==> config.mk <==
export PLATFORM = sky130hd
export DESIGN_NAME = scrolling_graph_point_scaler
export DESIGN_NICKNAME = d
export VERILOG_FILES = /design/src/sgps_pkg.sv /design/src/sgps_ram.sv /design/src/sgps_div.sv /design/src/scrolling_graph_point_scaler.sv
export SDC_FILE = /design/constraint.sdc
export NUM_CORES = 2
export LEC_CHECK = 0
export BUFFER_PORTS_ARGS = -buffer_cell sky130_fd_sc_hd__buf_2
export CAP_MARGIN = 40
export CELL_PAD_IN_SITES_DETAIL_PLACEMENT = 1
export CELL_PAD_IN_SITES_GLOBAL_PLACEMENT = 2
export CORE_UTILIZATION = 48
export CTS_BUF_LIST = sky130_fd_sc_hd__clkbuf_8
export DETAILED_ROUTE_END_ITERATION = 8
export PLACE_DENSITY_LB_ADDON = 0.1
export SLEW_MARGIN = 40
export SYNTH_ARGS = -nofsm -noshare
export SYNTH_HDL_FRONTEND = slang
export SYNTH_SLANG_ARGS = --single-unit
==> constraint.sdc <==
create_clock -name clk -period 8.5 [get_ports clk]
set_clock_uncertainty 0.2 [all_clocks]
set_input_delay 1.275 -clock clk [delete_from_list [all_inputs] [get_ports clk]]
set_output_delay 1.275 -clock clk [all_outputs]
set_load 0.1 [all_outputs]
==> src/sgps_pkg.sv <==
// Shared constants, codes and types of the strip-chart point scaler.
package sgps_pkg;

  localparam int SCREEN_WIDTH  = 128;
  localparam int SCREEN_HEIGHT = 64;
  localparam int MAX_POINTS    = 64;

  localparam int ROW_MARGIN = 9;
  localparam int MIN_STEP   = 2;
  localparam int ROW_H      = SCREEN_HEIGHT - 2 * ROW_MARGIN;
  localparam int HW         = $clog2(ROW_H + 1);

  localparam int VAL_W  = 16;
  localparam int ROW_W  = 6;
  localparam int IDX_W  = 6;
  localparam int CNT_W  = 6;
  localparam int STEP_W = 7;
  localparam int FUNC_W = 2;

  localparam int PW    = $clog2(MAX_POINTS + 1);
  localparam int AW    = $clog2(MAX_POINTS);
  localparam int MEM_W = 2 * VAL_W + ROW_W;

  localparam int DVD_W = VAL_W + HW;
  localparam int DVS_W = VAL_W;

  localparam int IN_TDATA_W   = 24;
  localparam int OUT_TDATA_W  = 48;
  localparam int OUT_FIELDS_W = 2 * VAL_W + ROW_W + CNT_W;

  localparam int CFG_IDX_W = 2;

  localparam logic [FUNC_W-1:0] FUNC_APPEND  = 2'd0;
  localparam logic [FUNC_W-1:0] FUNC_READ    = 2'd1;
  localparam logic [FUNC_W-1:0] FUNC_RESTART = 2'd2;

  localparam logic [CFG_IDX_W-1:0] REG_AXIS_LOW  = 2'd0;
  localparam logic [CFG_IDX_W-1:0] REG_AXIS_HIGH = 2'd1;
  localparam logic [CFG_IDX_W-1:0] REG_STEP      = 2'd2;
  localparam logic [CFG_IDX_W-1:0] REG_ZERO      = 2'd3;

  typedef struct packed {
    logic             start;
    logic [DVD_W-1:0] dividend;
    logic [DVS_W-1:0] divisor;
  } div_req_t;

  typedef struct packed {
    logic             done;
    logic [DVD_W-1:0] quotient;
  } div_rsp_t;

endpackage

==> src/sgps_ram.sv <==
// Generic single-write, single-read RAM with registered read data.
module sgps_ram #(
  parameter int WIDTH = 8,
  parameter int DEPTH = 64
) (
  input  logic                     clk,
  input  logic                     we,
  input  logic [$clog2(DEPTH)-1:0] waddr,
  input  logic [WIDTH-1:0]         wdata,
  input  logic [$clog2(DEPTH)-1:0] raddr,
  output logic [WIDTH-1:0]         rdata
);

  logic [WIDTH-1:0] mem [DEPTH];
  logic [WIDTH-1:0] rdata_r;

  always_ff @(posedge clk) begin
    if (we) begin
      mem[waddr] <= wdata;
    end
    rdata_r <= mem[raddr];
  end

  assign rdata = rdata_r;

endmodule

==> src/sgps_div.sv <==
// Radix-2 restoring divider, one quotient bit per cycle.
module sgps_div (
  input  logic                clk,
  input  logic                rst_n,
  input  sgps_pkg::div_req_t  req,
  output sgps_pkg::div_rsp_t  rsp
);
  import sgps_pkg::*;

  localparam int ITER_W = $clog2(DVD_W);

  logic              busy_r, busy_nxt;
  logic              done_r, done_nxt;
  logic [ITER_W-1:0] iter_r, iter_nxt;
  logic [DVS_W-1:0]  rem_r, rem_nxt;
  logic [DVD_W-1:0]  quo_r, quo_nxt;
  logic [DVS_W-1:0]  dvs_r, dvs_nxt;

  logic [DVS_W:0] rem_sh;
  logic [DVS_W:0] rem_dif;
  logic           fits;

  assign rem_sh  = {rem_r, quo_r[DVD_W-1]};
  assign rem_dif = rem_sh - {1'b0, dvs_r};
  assign fits    = rem_sh >= {1'b0, dvs_r};

  always_comb begin
    busy_nxt = busy_r;
    done_nxt = 1'b0;
    iter_nxt = iter_r;
    rem_nxt  = rem_r;
    quo_nxt  = quo_r;
    dvs_nxt  = dvs_r;
    if (req.start) begin
      busy_nxt = 1'b1;
      iter_nxt = '0;
      rem_nxt  = '0;
      quo_nxt  = req.dividend;
      dvs_nxt  = req.divisor;
    end else if (busy_r) begin
      rem_nxt  = fits ? rem_dif[DVS_W-1:0] : rem_sh[DVS_W-1:0];
      quo_nxt  = {quo_r[DVD_W-2:0], fits};
      iter_nxt = iter_r + 1'b1;
      if (iter_r == ITER_W'(DVD_W - 1)) begin
        busy_nxt = 1'b0;
        done_nxt = 1'b1;
      end
    end
  end

  always_ff @(posedge clk) begin
    if (!rst_n) begin
      busy_r <= 1'b0;
      done_r <= 1'b0;
    end else begin
      busy_r <= busy_nxt;
      done_r <= done_nxt;
    end
  end

  always_ff @(posedge clk) begin
    iter_r <= iter_nxt;
    rem_r  <= rem_nxt;
    quo_r  <= quo_nxt;
    dvs_r  <= dvs_nxt;
  end

  assign rsp.done     = done_r;
  assign rsp.quotient = quo_r;

endmodule

==> src/scrolling_graph_point_scaler.sv <==
// Strip-chart point scaler: scrolling sample history with pixel-row scaling.
//
// One item is in work at a time; the next is taken once its result has
// been placed in the output register. A read beyond the count skips the
// RAM access. Append and restart time is set by the bit-serial divider
// that computes the row (and, on restart, the point count); the fill pass
// writes one entry a cycle through the single RAM write port.
// Configuration changes take effect at the next restart item.
module scrolling_graph_point_scaler (
  input  logic                                clk,
  input  logic                                rst_n,
  input  logic                                in_tvalid,
  output logic                                in_tready,
  // [15:0] sample, [21:16] entry_index, [23:22] zero
  input  logic [sgps_pkg::IN_TDATA_W-1:0]     in_tdata,
  // [1:0] func
  input  logic [sgps_pkg::FUNC_W-1:0]         in_tuser,
  output logic                                out_tvalid,
  input  logic                                out_tready,
  // [15:0] raw_value, [31:16] clamped_value, [37:32] pixel_row,
  // [43:38] point_count, [47:44] zero
  output logic [sgps_pkg::OUT_TDATA_W-1:0]    out_tdata,
  // [0] status
  output logic                                out_tuser,
  input  logic                                cfg_valid,
  output logic                                cfg_ready,
  input  logic [sgps_pkg::CFG_IDX_W-1:0]      cfg_index,
  input  logic [sgps_pkg::VAL_W-1:0]          cfg_data
);
  import sgps_pkg::*;

  localparam int ST_W = 4;
  localparam logic [ST_W-1:0] S_IDLE  = 4'd0;
  localparam logic [ST_W-1:0] S_NGO   = 4'd1;
  localparam logic [ST_W-1:0] S_NWAIT = 4'd2;
  localparam logic [ST_W-1:0] S_CLAMP = 4'd3;
  localparam logic [ST_W-1:0] S_MUL   = 4'd4;
  localparam logic [ST_W-1:0] S_RGO   = 4'd5;
  localparam logic [ST_W-1:0] S_RWAIT = 4'd6;
  localparam logic [ST_W-1:0] S_FILL  = 4'd7;
  localparam logic [ST_W-1:0] S_RD    = 4'd8;
  localparam logic [ST_W-1:0] S_RDW   = 4'd9;
  localparam logic [ST_W-1:0] S_DONE  = 4'd10;

  localparam int SUM_W = ((PW > IDX_W) ? PW : IDX_W) + 1;
  localparam int PAD_W = OUT_TDATA_W - OUT_FIELDS_W;

  logic [ST_W-1:0] state_r, state_nxt;
  logic            out_valid_r, out_valid_nxt;

  logic signed [VAL_W-1:0] reg_low_r, reg_low_nxt;
  logic signed [VAL_W-1:0] reg_high_r, reg_high_nxt;
  logic [STEP_W-1:0]       reg_step_r, reg_step_nxt;
  logic signed [VAL_W-1:0] reg_zero_r, reg_zero_nxt;
  logic signed [VAL_W-1:0] lim_low_r, lim_low_nxt;
  logic signed [VAL_W-1:0] lim_high_r, lim_high_nxt;
  logic [AW-1:0]           oldest_r, oldest_nxt;
  logic [PW-1:0]           points_r, points_nxt;

  logic [FUNC_W-1:0]       func_r, func_nxt;
  logic signed [VAL_W-1:0] sample_r, sample_nxt;
  logic [IDX_W-1:0]        idx_r, idx_nxt;
  logic [PW-1:0]           n_r, n_nxt;
  logic signed [VAL_W-1:0] cl_r, cl_nxt;
  logic [DVD_W-1:0]        prod_r, prod_nxt;
  logic [DVS_W-1:0]        span_r, span_nxt;
  logic [ROW_W-1:0]        row_r, row_nxt;
  logic [PW-1:0]           fill_cnt_r, fill_cnt_nxt;
  logic [VAL_W-1:0]        res_raw_r, res_raw_nxt;
  logic [VAL_W-1:0]        res_cl_r, res_cl_nxt;
  logic [ROW_W-1:0]        res_row_r, res_row_nxt;
  logic                    res_st_r, res_st_nxt;
  logic [VAL_W-1:0]        out_raw_r, out_raw_nxt;
  logic [VAL_W-1:0]        out_cl_r, out_cl_nxt;
  logic [ROW_W-1:0]        out_row_r, out_row_nxt;
  logic [CNT_W-1:0]        out_cnt_r, out_cnt_nxt;
  logic                    out_st_r, out_st_nxt;

  div_req_t div_req;
  div_rsp_t div_rsp;

  logic             mem_we;
  logic [AW-1:0]    mem_waddr;
  logic [MEM_W-1:0] mem_wdata;
  logic [AW-1:0]    mem_raddr;
  logic [MEM_W-1:0] mem_rdata;

  logic signed [VAL_W-1:0] clamp_in;
  logic signed [VAL_W-1:0] clamp_out;
  logic [STEP_W-1:0]       step_eff;
  logic [VAL_W:0]          rel_full;
  logic [VAL_W:0]          span_full;
  logic [ROW_W-1:0]        row_calc;
  logic [SUM_W-1:0]        idx_e;
  logic [SUM_W-1:0]        pts_e;
  logic [SUM_W-1:0]        rd_sum;
  logic [SUM_W-1:0]        rd_wrap;
  logic [PW-1:0]           next_ptr;

  sgps_div u_div (
    .clk   (clk),
    .rst_n (rst_n),
    .req   (div_req),
    .rsp   (div_rsp)
  );

  sgps_ram #(
    .WIDTH (MEM_W),
    .DEPTH (MAX_POINTS)
  ) u_ram (
    .clk   (clk),
    .we    (mem_we),
    .waddr (mem_waddr),
    .wdata (mem_wdata),
    .raddr (mem_raddr),
    .rdata (mem_rdata)
  );

  assign clamp_in  = (func_r == FUNC_RESTART) ? reg_zero_r : sample_r;
  assign clamp_out = (clamp_in > lim_high_r) ? lim_high_r :
                     (clamp_in < lim_low_r)  ? lim_low_r  : clamp_in;
  assign step_eff  = (reg_step_r < STEP_W'(MIN_STEP)) ? STEP_W'(MIN_STEP) : reg_step_r;
  assign rel_full  = {cl_r[VAL_W-1], cl_r} - {lim_low_r[VAL_W-1], lim_low_r};
  assign span_full = {lim_high_r[VAL_W-1], lim_high_r} - {lim_low_r[VAL_W-1], lim_low_r};
  assign row_calc  = (span_r == '0) ? ROW_W'(ROW_MARGIN + ROW_H) :
                     ROW_W'(ROW_MARGIN + ROW_H) - div_rsp.quotient[ROW_W-1:0];
  assign idx_e     = SUM_W'(idx_r);
  assign pts_e     = SUM_W'(points_r);
  assign rd_sum    = SUM_W'(oldest_r) + idx_e;
  assign rd_wrap   = (rd_sum >= pts_e) ? rd_sum - pts_e : rd_sum;
  assign next_ptr  = PW'(oldest_r) + 1'b1;

  always_comb begin
    state_nxt     = state_r;
    out_valid_nxt = out_valid_r;
    reg_low_nxt   = reg_low_r;
    reg_high_nxt  = reg_high_r;
    reg_step_nxt  = reg_step_r;
    reg_zero_nxt  = reg_zero_r;
    lim_low_nxt   = lim_low_r;
    lim_high_nxt  = lim_high_r;
    oldest_nxt    = oldest_r;
    points_nxt    = points_r;
    func_nxt      = func_r;
    sample_nxt    = sample_r;
    idx_nxt       = idx_r;
    n_nxt         = n_r;
    cl_nxt        = cl_r;
    prod_nxt      = prod_r;
    span_nxt      = span_r;
    row_nxt       = row_r;
    fill_cnt_nxt  = fill_cnt_r;
    res_raw_nxt   = res_raw_r;
    res_cl_nxt    = res_cl_r;
    res_row_nxt   = res_row_r;
    res_st_nxt    = res_st_r;
    out_raw_nxt   = out_raw_r;
    out_cl_nxt    = out_cl_r;
    out_row_nxt   = out_row_r;
    out_cnt_nxt   = out_cnt_r;
    out_st_nxt    = out_st_r;
    div_req       = '0;
    mem_we        = 1'b0;
    mem_waddr     = '0;
    mem_wdata     = '0;
    mem_raddr     = '0;

    if (cfg_valid) begin
      case (cfg_index)
        REG_AXIS_LOW:  reg_low_nxt  = cfg_data;
        REG_AXIS_HIGH: reg_high_nxt = cfg_data;
        REG_STEP:      reg_step_nxt = cfg_data[STEP_W-1:0];
        REG_ZERO:      reg_zero_nxt = cfg_data;
        default: ;
      endcase
    end

    if (out_valid_r && out_tready) begin
      out_valid_nxt = 1'b0;
    end

    case (state_r)
      S_IDLE: begin
        if (in_tvalid) begin
          func_nxt   = in_tuser;
          sample_nxt = in_tdata[VAL_W-1:0];
          idx_nxt    = in_tdata[VAL_W+IDX_W-1:VAL_W];
          case (in_tuser)
            FUNC_RESTART: begin
              if (reg_low_r <= reg_high_r) begin
                lim_low_nxt  = reg_low_r;
                lim_high_nxt = reg_high_r;
              end else begin
                lim_low_nxt  = reg_high_r;
                lim_high_nxt = reg_low_r;
              end
              state_nxt = S_NGO;
            end
            FUNC_APPEND: state_nxt = S_CLAMP;
            FUNC_READ:   state_nxt = S_RD;
            default: ;
          endcase
        end
      end
      S_NGO: begin
        div_req.start    = 1'b1;
        div_req.dividend = DVD_W'(SCREEN_WIDTH - 2);
        div_req.divisor  = DVS_W'(step_eff);
        state_nxt        = S_NWAIT;
      end
      S_NWAIT: begin
        if (div_rsp.done) begin
          n_nxt     = (div_rsp.quotient > DVD_W'(MAX_POINTS)) ? PW'(MAX_POINTS) :
                      div_rsp.quotient[PW-1:0];
          state_nxt = S_CLAMP;
        end
      end
      S_CLAMP: begin
        cl_nxt    = clamp_out;
        state_nxt = S_MUL;
      end
      S_MUL: begin
        prod_nxt  = DVD_W'(rel_full[VAL_W-1:0]) * DVD_W'(ROW_H);
        span_nxt  = span_full[VAL_W-1:0];
        state_nxt = S_RGO;
      end
      S_RGO: begin
        div_req.start    = 1'b1;
        div_req.dividend = prod_r;
        div_req.divisor  = span_r;
        state_nxt        = S_RWAIT;
      end
      S_RWAIT: begin
        if (div_rsp.done) begin
          row_nxt = row_calc;
          if (func_r == FUNC_RESTART) begin
            fill_cnt_nxt = '0;
            state_nxt    = S_FILL;
          end else begin
            if (points_r != '0) begin
              mem_we     = 1'b1;
              mem_waddr  = oldest_r;
              mem_wdata  = {sample_r, cl_r, row_calc};
              oldest_nxt = (next_ptr >= points_r) ? '0 : next_ptr[AW-1:0];
            end
            res_raw_nxt = sample_r;
            res_cl_nxt  = cl_r;
            res_row_nxt = row_calc;
            res_st_nxt  = 1'b0;
            state_nxt   = S_DONE;
          end
        end
      end
      S_FILL: begin
        if (fill_cnt_r < n_r) begin
          mem_we       = 1'b1;
          mem_waddr    = fill_cnt_r[AW-1:0];
          mem_wdata    = {cl_r, cl_r, row_r};
          fill_cnt_nxt = fill_cnt_r + 1'b1;
        end else begin
          points_nxt  = n_r;
          oldest_nxt  = '0;
          res_raw_nxt = cl_r;
          res_cl_nxt  = cl_r;
          res_row_nxt = row_r;
          res_st_nxt  = 1'b0;
          state_nxt   = S_DONE;
        end
      end
      S_RD: begin
        if (idx_e >= pts_e) begin
          res_raw_nxt = '0;
          res_cl_nxt  = '0;
          res_row_nxt = '0;
          res_st_nxt  = 1'b1;
          state_nxt   = S_DONE;
        end else begin
          mem_raddr = rd_wrap[AW-1:0];
          state_nxt = S_RDW;
        end
      end
      S_RDW: begin
        res_raw_nxt = mem_rdata[MEM_W-1:VAL_W+ROW_W];
        res_cl_nxt  = mem_rdata[VAL_W+ROW_W-1:ROW_W];
        res_row_nxt = mem_rdata[ROW_W-1:0];
        res_st_nxt  = 1'b0;
        state_nxt   = S_DONE;
      end
      S_DONE: begin
        if (!out_valid_r || out_tready) begin
          out_raw_nxt   = res_raw_r;
          out_cl_nxt    = res_cl_r;
          out_row_nxt   = res_row_r;
          out_cnt_nxt   = CNT_W'(points_r);
          out_st_nxt    = res_st_r;
          out_valid_nxt = 1'b1;
          state_nxt     = S_IDLE;
        end
      end
      default: state_nxt = S_IDLE;
    endcase
  end

  always_ff @(posedge clk) begin
    if (!rst_n) begin
      state_r     <= S_IDLE;
      out_valid_r <= 1'b0;
      reg_low_r   <= '0;
      reg_high_r  <= VAL_W'(100);
      reg_step_r  <= STEP_W'(MIN_STEP);
      reg_zero_r  <= '0;
      lim_low_r   <= '0;
      lim_high_r  <= VAL_W'(100);
      oldest_r    <= '0;
      points_r    <= '0;
    end else begin
      state_r     <= state_nxt;
      out_valid_r <= out_valid_nxt;
      reg_low_r   <= reg_low_nxt;
      reg_high_r  <= reg_high_nxt;
      reg_step_r  <= reg_step_nxt;
      reg_zero_r  <= reg_zero_nxt;
      lim_low_r   <= lim_low_nxt;
      lim_high_r  <= lim_high_nxt;
      oldest_r    <= oldest_nxt;
      points_r    <= points_nxt;
    end
  end

  always_ff @(posedge clk) begin
    func_r     <= func_nxt;
    sample_r   <= sample_nxt;
    idx_r      <= idx_nxt;
    n_r        <= n_nxt;
    cl_r       <= cl_nxt;
    prod_r     <= prod_nxt;
    span_r     <= span_nxt;
    row_r      <= row_nxt;
    fill_cnt_r <= fill_cnt_nxt;
    res_raw_r  <= res_raw_nxt;
    res_cl_r   <= res_cl_nxt;
    res_row_r  <= res_row_nxt;
    res_st_r   <= res_st_nxt;
    out_raw_r  <= out_raw_nxt;
    out_cl_r   <= out_cl_nxt;
    out_row_r  <= out_row_nxt;
    out_cnt_r  <= out_cnt_nxt;
    out_st_r   <= out_st_nxt;
  end

  assign in_tready  = (state_r == S_IDLE);
  assign cfg_ready  = 1'b1;
  assign out_tvalid = out_valid_r;
  assign out_tdata  = {{PAD_W{1'b0}}, out_cnt_r, out_row_r, out_cl_r, out_raw_r};
  assign out_tuser  = out_st_r;

endmodule

; ---- Word level (Yosys, flattened, before mapping)
; Memory sizes are Yosys's and may differ from the RTL's. A register that Yosys moved wholly into a read port is not among the register bits.
; Index checks and enable logic that the tools add are counted.
; Widths: inputs -> output; s select.
[word_totals]
regBits = 347
ram_bits = 2432
inputBits = 49
output_inout_bits = 52
wordCells = 187
mem_count = 1
[memory_table]
columns = name, words, word_bits, read_ports, rd_ports_with_merged_regs, write_ports, line_no
row1 = u_ram.mem, 64, 38, 1, 1, 1, sgps_ram.sv:14  ; logic [WIDTH-1:0] mem [DEPTH];
[classes]
addsub = 9
multipliers = 1
n_lt_le_gt_ge = 10
n_eq_ne = 28
muxes = 75
n_bitwise = 3
reduce_logical = 26
[ops]
columns = op, count
row1 = $mux 16, 12
row2 = $mux 38, 4
row3 = $pmux 16 s4, 2
row4 = $mux 6, 17
row5 = $pmux 39 s2, 1
row6 = $pmux 38 s2, 1
row7 = $sub 16x16->16, 3
row8 = $mux 22, 2
row9 = $pmux 4 s11, 1
row10 = $mux 7, 4
row11 = $mux 4, 6
row12 = $pmux 6 s2, 2
row13 = $pmux 6 s4, 1
row14 = $gt 22x7->1 const B, 1
row15 = $mul 16x5->21 const B, 1
row16 = $reduce_and 2->1, 9
row17 = $ge 17x16->1, 1
row18 = $mux 1, 17
row19 = $eq 4x3->1 const B, 4
row20 = $gt 16x16->1, 1
row21 = $le 16x16->1, 1
row22 = $logic_not 16->1, 1
row23 = $lt 16x16->1, 1
row24 = $ne 2x2->1 const B, 8
row25 = 37 further kinds, 51

; ---- Logic depth before layout (Yosys ltp)
[depth]
word_depth = 7
mapped_depth = 26
depth_no_buf = 26

; ---- Hierarchy
; From an unflattened synthesis, not the netlist that was laid out.
[unflattened]
cells_unflattened = 6160
area_unflattened_um2 = 114482.3
[modules_own_cells]
columns = mod, instances, cells_per_inst, area_per_inst_um2, seq_area_each_um2
row1 = sgps_ram, 1, 3993, 93055.5, 73790.8
row2 = scrolling_graph_point_scaler, 1, 1840, 18039.8, 7537.2
row3 = sgps_div, 1, 327, 3387.0, 1601.5

; ---- Least setup slack after synthesis
; Ideal clock, no wire load.
[synth_path]
path_type = register -> register
from = register fill_cnt_r[1]
to = memory u_ram.mem[8][0] in the netlist's numbering (enable)
setup_ns = 0.528
arrival_time_ns = 6.210
required_ns = 7.772
path_slack_ns = 1.562
stages_incl_launch_ff = 12
n_path_buf = 1
period_less_slack_ns = 6.938
cell_sequence = edfxtp_1 ha_1 a21o_1 a21o_1 a21o_1 a21o_1 a21o_1 a211oi_1 clkbuf_1 nand2_1 o22a_1 nor4_1
[synth_between]
elab_chain_len = 5
elab_cells_between_ends = 7
classes_between = order compare (1) / mux (6)
[synth_rtl]
columns = item, line_no
row1 = "start, declared", scrolling_graph_point_scaler.sv:68  ; logic [PW-1:0] fill_cnt_r, fill_cnt_nxt;
row2 = "start signal, assigned", scrolling_graph_point_scaler.sv:339  ; fill_cnt_r <= fill_cnt_nxt;
row3 = $lt 7x7->1, scrolling_graph_point_scaler.sv:255  ; if (fill_cnt_r < n_r) begin
row4 = $mux 1, scrolling_graph_point_scaler.sv:255
row5 = $pmux 1 s2, scrolling_graph_point_scaler.sv:182  ; case (state_r)
row6 = $mux 1, sgps_ram.sv:18  ; if (we) begin
row7 = $mux 1 (implied by the code), sgps_ram.sv:19  ; mem[waddr] <= wdata;
row8 = "end, declared", sgps_ram.sv:14
; Several ways; a longest one is shown, not always the timed one.

; ---- Final worst setup path
[layout_path]
from = register oldest_r[1]
to = register u_ram.rdata_r[5] (netlist: u_ram.rdata[5]) (read register of u_ram.mem)
[layout_between]
elab_chain_len = 5
elab_cells_between_ends = 6
classes_between = add/sub (2) / order compare (1) / mux (3)
[layout_rtl]
columns = item, line_no
row1 = "start, declared", scrolling_graph_point_scaler.sv:57  ; logic [AW-1:0] oldest_r, oldest_nxt;
row2 = "start signal, assigned", scrolling_graph_point_scaler.sv:325  ; oldest_r <= oldest_nxt;
row3 = $add 6x6->7 *, scrolling_graph_point_scaler.sv:129  ; assign rd_sum = SUM_W'(oldest_r) + idx_e;
row4 = $sub 6x6->6 / $ge 7x7->1 (equally long branches), scrolling_graph_point_scaler.sv:130  ; assign rd_wrap = (rd_sum >= pts_e) ? rd_sum - pts_e : rd_sum;
row5 = $mux 6 *, scrolling_graph_point_scaler.sv:130
row6 = $mux 6 *, scrolling_graph_point_scaler.sv:271  ; if (idx_e >= pts_e) begin
row7 = $mux 6 *, scrolling_graph_point_scaler.sv:182
row8 = "end, declared", sgps_ram.sv:15  ; logic [WIDTH-1:0] rdata_r;
; Mark *: on every way between the ends. The rest lies on a longest branch, timed or not.
; A chain may end at the register's enable or synchronous reset.

==> results_dict.tcl <==
set metrics [dict create \
    power_switching_mw 10.2 \
    clkLatencyLatePin_ps 1150 \
    dp_slack_ps 1270 \
    swShare_pct 29.9 \
    synth_edf_count 2651 \
    path_class "reg -> reg" \
    fin_crit_ps 7170 \
    synth_ff_type "edfxtp_1" \
    drive_gt1_share_pct 14.2 \
    clkTransAtPathRegs_ps 60 \
    fmax_ghz 0.139 \
    fin_nets 8377 \
    async_reset_ff_share_pct 0 \
    yosys.area.top_type "edfxtp_1" \
    io_pins 101 \
    routed-via-count 74000 \
    worst_pin_slew_ps 949 \
    hold_violations 0 \
    p_int_mw 23.8 \
    grt_max_degree 140 \
    end_kind "flop" \
    critPathLaunchType "flop" \
    root_buffer "clkbuf_8" \
    hpwl_um 232000 \
    area_delta_synth_final_pct 13.5 \
    synth.cell_area_um2 113000 \
    die_y_um 487 \
    yosysSeqAreaShare_pct 73.5 \
    ir_worst_vdd_mv 0.299 \
    postRouteAntennaNets 0 \
    post-route-period-util_pct 84.4 \
    die_x_um 487 \
    grt_usage_pct 32.2 \
    fp-row-count 177 \
    p_leak_nw 40.3 \
    wirelength_um 385000 \
    cts_buffers 474 \
    setup_violations 0 \
    synth.area.top_cells "edfxtp_1, nand2_1, o221ai_1" \
    ys_types 87 \
    fillCellCount 22200 \
    cts_hold_buf 0 \
    dr.pass1.iters 5 \
    synth_cells 7711 \
    drc 0 \
    drv_cap 0 \
    antenna_found_initial 35 \
    hold_path_class "in -> reg" \
    tritoncts "yes" \
    fin_tns_setup_ps 0 \
    multiInputGateArea_um2 28300 \
    ys_ff_latch 2817 \
    cts_buffer_depth 4 \
    grt.overflow.total 0 \
    timing.final.ws_setup_ps 1330 \
    cp.arrival_ps 8030 \
    hold_ws_ps 142 \
    drt-wirelength-per-cell_um 33.0 \
    yosysMostFrequentCell "edfxtp_1" \
    port-buffer-count 93 \
    cts.sinks 2817 \
    seq_area_um2 82900 \
    globalplace.congestion 0.873 \
    grt_pass1_vias 74900 \
    report.final.slew_viol_count 0 \
    status "complete, no violations" \
    synth_top_area_share_pct 70.5 \
    die_area_um2 237000 \
    power_density_nw_per_um2 265 \
    via_per_inst 6.35 \
    maxSlewHeadroom_pct 36.4 \
    rsz0062_at_grt "no" \
    worstPathRequired_ps 9350 \
    clockPowerShare_pct 32.8 \
    power_frac_comb_pct 20.5 \
    postCtsSetupBuffers 0 \
    dr.first_iter.drc_count 8262 \
    htree_levels 5 \
    worstPathMaxFanout 88 \
    postCtsResizedCells 0 \
    synth-warning-count 0 \
    avgSynthCellArea_um2 14.6 \
    start_util_pct 48.4 \
    grt_first_pass_wirelength_um 543000 \
    coreArea_um2 233000 \
    synthTopCellsByCount "edfxtp_1, nand2_1, a21oi_1" \
    pwr-share-seq_pct 46.7 \
]
-- flip-flops by register name (all words and copies together) (netlist names), 21 cells and up --
name         cells
u_ram.rdata     38
u_ram.mem     2432
u_div.quo_r     22
prod_r          21
-- cell families (layout without fill, tap and decap cells) --
kind of cell    Yosys count  count (layout)  share of synthesized area [%]
compound gates         1790            1790                           11.1
other cells               2              25                        0.00665
mux                     280             280                           2.49
flops                  2817            2817                           73.5
buf+inv                 665            1446                           2.41
simple gates           1873            1873                           7.39
xor+xnor                 77              77                          0.598
fa+ha+maj               207             207                           2.49
-- critical path, stage by stage, from the launching register on --
cell and delay (ps):
dfxtp_1 630, ha_1 330, a211oi_2 320, o21ba_2 180, or2_0 450, inv_1 230
ha_1 430, a21oi_1 210, o211ai_1 150, a31oi_2 670, buf_4 340, nor3_1 100
o21ai_4 660, buf_12 440, buf_12 370, o221ai_1 190, a211oi_1 760, nor3_1 210
nand4_1 180
-- placed cells by master, fill, tap and decap left out, types with 22 or more instances in the layout --
cell type and instances:
a211oi_1 108, a21o_1 34, a21oi_1 424, a22o_1 65, a311oi_1 87, a31oi_1 43
buf_12 40, buf_2 92, buf_4 262, buf_6 24, clkbuf_8 509, clkinv_1 93
clkinv_2 40, dfxtp_1 164, edfxtp_1 2651, fa_1 29, ha_1 178, inv_1 357
mux2i_1 276, nand2_1 1078, nand3_1 150, nand4_1 81, nor2_1 157, nor2b_1 33
nor3_1 48, nor3_2 62, nor4_1 62, o21ai_0 139, o221ai_1 406, o22ai_1 256
or4_1 22, xnor2_1 54, xor2_1 23
-- stage by stage --
step / total power [mW] / cells / area [um^2] / utilization (%)
after detailed placement: 23.1 / 10800 / 119000 / 51.1
after global placement: 23.0 / 10800 / 119000 / 50.9
after floorplan: 20.8 / 7714 / 113000 / -
after CTS: 34.2 / 11600 / 128000 / 54.8
final: 34.0 / 11600 / 128000 / 54.9
after global routing: 35.4 / 11600 / 128000 / 54.9
-- power groups by stage --
stage	clock network [mW]	logic [mW]	registers, mW
after floorplan	0	4.72	16.0
after global placement	0	6.83	16.2
after detailed placement	0	6.98	16.2
after CTS	11.3	7.03	15.9
after global routing	11.9	7.68	15.9
final	11.1	6.97	15.9
-- per-layer routing --
layer  vias to the layer above  part of all wire [%]  GRT usage [%]
li1                      31100                     -              -
met1                     38500                    41           44.0
met2                      3534                    46           51.0
met3                       729                   9.1           6.18
met4                        20                   4.0           12.1
met5                         -                 0.035              0
-- layout make-up --
type	count	area share, %
tap	3132	3.06
multi-input combinational	4232	22.1
clock inverter	341	1.26
antenna	20	0.0391
sequential	2817	64.8
inverter	173	0.511
clock buffer	509	5.47
timing repair buffer	423	2.81
-- final timing paths --
kind / depth (start not counted) / endpoint / slack, ps / from
setup / recovery: 18 / u_ram.rdata[5]$_DFF_P_ / 1330 / oldest_r[1]$_SDFFE_PN0P_
setup reg to reg: 18 / u_ram.rdata[5]$_DFF_P_ / 1330 / oldest_r[1]$_SDFFE_PN0P_
hold reg to reg: 0 / out_row_r[3]$_DFFE_PP_ / 220 / res_row_r[3]$_DFFE_PP_
hold / removal: 1 / sample_r[0]$_DFFE_PP_ / 140 / in_tdata[0]
Note: power is estimated with default switching activity, not from simulation.
